<file path="src/rtl/tld_codeunit.sv">
// Shift unit that takes the next code MSB-first out of the bit buffer.
module tld_codeunit (
	input  logic [23:0] bits,
	input  logic [4:0]  bit_cnt,
	input  logic [3:0]  width,
	output logic        enough,
	output logic [11:0] code,
	output logic [4:0]  rem_cnt,
	output logic [23:0] rem_bits
);

	logic [4:0]  sh;
	logic [23:0] shifted;
	logic [11:0] mask;

	always_comb begin
		enough   = bit_cnt >= {1'b0, width};
		sh       = bit_cnt - {1'b0, width};
		shifted  = bits >> sh;
		mask     = (12'd1 << width) - 12'd1;
		code     = shifted[11:0] & mask;
		rem_cnt  = sh;
		rem_bits = bits & ((24'd1 << sh) - 24'd1);
	end

endmodule

</file>
<file path="config.mk">
export PLATFORM = sky130hd
export DESIGN_NAME = tld_codeunit
export DESIGN_NICKNAME = d
export VERILOG_FILES = /design/src/rtl/tld_codeunit.sv
export SDC_FILE = /design/constraint.sdc
export NUM_CORES = 1
export LEC_CHECK = 0
export BUFFER_PORTS_ARGS = -buffer_cell sky130_fd_sc_hd__buf_4
export CORE_UTILIZATION = 35
export DETAILED_ROUTE_END_ITERATION = 12
export RECOVER_POWER = 100
export SYNTH_ARGS = -nofsm -noshare
export SYNTH_HDL_FRONTEND = slang
export SYNTH_SLANG_ARGS = --single-unit
</file>
<file path="constraint.sdc">
create_clock -name vclk -period 12.5
set_input_delay 2.5 -clock vclk [all_inputs]
set_output_delay 2.5 -clock vclk [all_outputs]
set_load 0.02 [all_outputs]
</file>
# After elaboration in Yosys (flattened, before gate mapping)
# Cells that the tools add are included.
[word_totals] mem_bits_ro=0 inputBits=33 latch_bits=0 ramBits=0 ff_bits=0 out_inout_bits=42 memories=0
[classes] shift=3 add_sub_neg=3 mux=0 mul=0 bitwise_logic=2 eq_ne=0 magnitude_cmp=1 n_div=0 reduce_logical=0
[op_table] operator="24-bit AND" count=1
[op_table] operator="1-bit by 5-bit left shift with 24-bit output, first input constant" count=1
[op_table] operator="24-bit by 5-bit >> shifter with 12-bit output" count=1
[op_table] operator="24-bit by 1-bit subtractor with 24-bit output, second input constant" count=1
[op_table] operator="12-bit AND" count=1
[op_table] operator="1-bit by 4-bit left shift with 12-bit output, first input constant" count=1
[op_table] operator="12-bit by 1-bit subtractor with 12-bit output, second input constant" count=1
[op_table] operator="5-bit by 4-bit >= comparator with 1-bit output" count=1
[op_table] operator="5-bit by 4-bit subtractor with 5-bit output" count=1

# Logic depth before layout (Yosys ltp)
[depth] depth_word=4 ltp_mapped=15 mapped_depth_nobuf=14

# Least setup slack after synthesis
# Ideal clock, no wire load.
[synth_timing] path_type="input port to output port" startpoint="input port width[2]" endpoint="output port rem_bits[20]" cell_stages=14 setup_slack_ns=4.552 arrival_time_ns=5.448 path_cell_list="clkbuf_1 -> inv_1 -> ha_1 -> and2b_1 -> o22a_1 -> xor2_2 -> inv_2 -> nor2_2 -> nand4_1 -> ha_1 -> nand2b_1 -> nor3_1 -> a31oi_1 -> o32ai_1"
[synth_between] elab_chain_len=4
[synth_rtl] item="start: declaration" line_no="5" rtl="input logic [3:0] width,"
[synth_rtl] item="5-bit by 4-bit subtractor with 5-bit output" line_no="18" rtl="sh = bit_cnt - {1'b0, width};"
[synth_rtl] item="1-bit by 5-bit left shift with 24-bit output" line_no="23" rtl="rem_bits = bits & ((24'd1 << sh) - 24'd1);"
[synth_rtl] item="24-bit by 1-bit subtractor with 24-bit output" line_no="23"
[synth_rtl] item="24-bit AND" line_no="23"
[synth_rtl] item="end: declaration" line_no="9" rtl="output logic [23:0] rem_bits"
# No other way between the ends.

# Final worst setup path
[layout_timing] startpoint="input port width[0]" endpoint="output port rem_bits[12]"
# The elaborated chain is that of the path after synthesis.

==> reports/qor.csv <==
metric,value,unit
post_cts resized,0,
IO Pins,75,
routed length per instance,16.3,microns
sequential cells,0,
Int Power,0.0819,mW
Post-Route WL,6750,microns
final setup vio count,0,
crit start category,input pin,
die area,5920,sq um
CTS hold repair buffers,0,
WHS Path Cells,3,
post-route ant nets,0,
WS Path Type,in -> out,
Die W,76.9,microns
core box area,5270,sq um
Overflow after GRT,0,
fin crit share,0.814,
Layout Nets,388,
initial antenna violation count,0,
Worst Setup SP,width[0],
area grow syn2layout,21.6,%
DR vias,2400,
RD Place Congestion,0.840,
gr usage total,0.222,
final-layout clock buffer total,0,
vias in the first global route,2128,
post-synthesis average cell area,6.82,sq um
DP Wirelength,5230,microns
clock power share,0,
minimum hold slack,5.33,ns
YS warnings,0,
Flop pwr share,0,
Pins Over Slew Limit,35,
initial drt markers,156,
P_leak,1.00,nW
post-synthesis net count,329,
largest net degree at the start of global routing,35,
Psw,0.143,mW
sw frac,0.637,
fillcell total,622,
1st-pass router iterations,4,
CP endpoint kind,output pin,
area post-placement,2520,sq um
Fmax,0.0983,GHz
starting density of the core,0.373,
max cap viols,1,
worst rel slew slack,-0.327,
Hold EP,rem_bits[5],
Slew @ Worst Pin,1.99,ns
failing checks,"capacitance limit, slew limit",
unrepaired setup endpoints after global routing,no,
"Distinct cells, synth",54,
layout cells sized above 1,0.217,
first-pass GRT wire length,10900,microns
Worst EP arrival,7.68,ns
via/cell ratio,5.78,
PwrDens,94.4,nW/um^2
crit path max fanout,24,
post-layout util,0.453,
Final Hold Fails,0,
die height,76.9,microns
FF+latch area,0,sq um
hold_sp,bits[5],
Worst Path Required,10.00,ns
diode count,0,
Final Instance Area,2390,sq um
floorplan row count,26,
worst vdd ir,0.0498,mV
IO Port Bufs,75,
min cycle time layout,10.18,ns
setup TNS,0,ns
status,"finished, violations left",
post-synthesis sequential area ratio,0,
combinational fraction of design power,1.000,
HP Class,in -> out,
synthesized area,1960,sq um
drt drc,0,
post-CTS setup buffers,0,
synthesized instance count,288,
-- kinds of logic after synthesis --
logic type / share of synthesized area
muxes: 0.215
AOI/OAI and AO/OA: 0.298
and+or+nand+nor: 0.306
adders and majority gates: 0.0548
xor gates and xnor gates: 0.0382
buffers and inverters: 0.0873
-- power groups by stage --
stage / Sequential [mW] / Combinational (mW) / Clock [mW]
floorplan: 0 / 0.166 / 0
global placement: 0 / 0.241 / 0
detailed placement: 0 / 0.240 / 0
CTS: 0 / 0.241 / 0
global route: 0 / 0.246 / 0
finish: 0 / 0.225 / 0
-- worst max-delay path: stages --
cell and delay (ns):
clkbuf_1 0.21, ha_1 0.28, fa_1 0.45, and2b_1 0.25
o22a_1 0.18, xor2_2 0.12, clkbuf_1 0.74, inv_1 0.64
nor2_1 0.50, nand4_1 0.15, ha_1 0.53, nand2b_1 0.31
nor2_1 0.25, a31oi_1 0.12, o22ai_1 0.20, clkbuf_1 0.25
-- worst max path at each step --
stage                   end  slack [ns]  cells past startpoint
6_report       rem_bits[12]        2.32                     16
4_1_cts        rem_bits[20]        3.70                     15
3_3_place_gp    rem_bits[6]        3.80                     16
2_1_floorplan  rem_bits[20]        4.55                     14
5_1_grt         rem_bits[6]        1.84                     16
3_5_place_dp   rem_bits[20]        3.73                     15
-- cell usage in the layout, fill, tap and decap left out, drive strengths merged, types with 3 or more instances in the layout --
cell type	count
buf	52
nor3	9
o21ai	19
nor4	5
xnor2	4
a2111oi	3
o211ai	9
ha	7
a21boi	6
mux2	4
nor2	23
and2	7
clkbuf	27
a31oi	8
a22oi	5
a21oi	18
a211oi	3
inv	12
nor2b	11
o22ai	3
nand3	12
mux2i	13
mux4	11
nand2	48
-- per-layer routing --
metal / share of wire / global-route usage / vias up
met4: 0.0087 / 0.0365 / 0
met3: 0.070 / 0.0214 / 6
met2: 0.49 / 0.371 / 93
met5: 0 / 0 / -
met1: 0.43 / 0.310 / 1118
li1: - / - / 1183
-- cell type report --
cell class	instances	area (sq um)	area share
inverters	13	48.8	0.0204
well taps	70	87.6	0.0367
repair buffers	79	492	0.206
multi-input cells	253	1760	0.737
-- synth_stat cells, drive strengths merged, types with 2 or more instances --
library cell	instances	area [sq um]
a211oi	3	27.5
xor2	2	32.5
nor4	5	37.5
a2111oi	3	45.0
mux2i	13	130
a21boi	6	45.0
o22ai	3	18.8
a22oi	5	37.5
nand2b	2	12.5
mux2	4	45.0
nand4	2	12.5
inv	12	45.0
o21ai	19	98.9
o211ai	9	67.6
nand2	48	180
xnor2	4	42.6
nor2	23	98.8
buf	14	92.6
nor3	9	45.0
a31oi	8	50.1
ha	7	87.6
nor2b	11	68.8
clkbuf	8	30.0
o21a	2	15.0
a211o	2	17.5
a21oi	18	90.1
nand3	12	60.1
and3	2	12.5
mux4	11	248
and2	7	43.8
-- stage by stage --
stage	power (mW)	cells	setup WS (ns)
3_5_place_dp	0.240	415	3.73
4_1_cts	0.241	415	3.70
3_3_place_gp	0.241	415	3.80
6_report	0.225	415	2.32
5_1_grt	0.246	415	1.84
2_1_floorplan	0.166	288	4.55
Note: power is estimated with default switching activity, not from simulation.
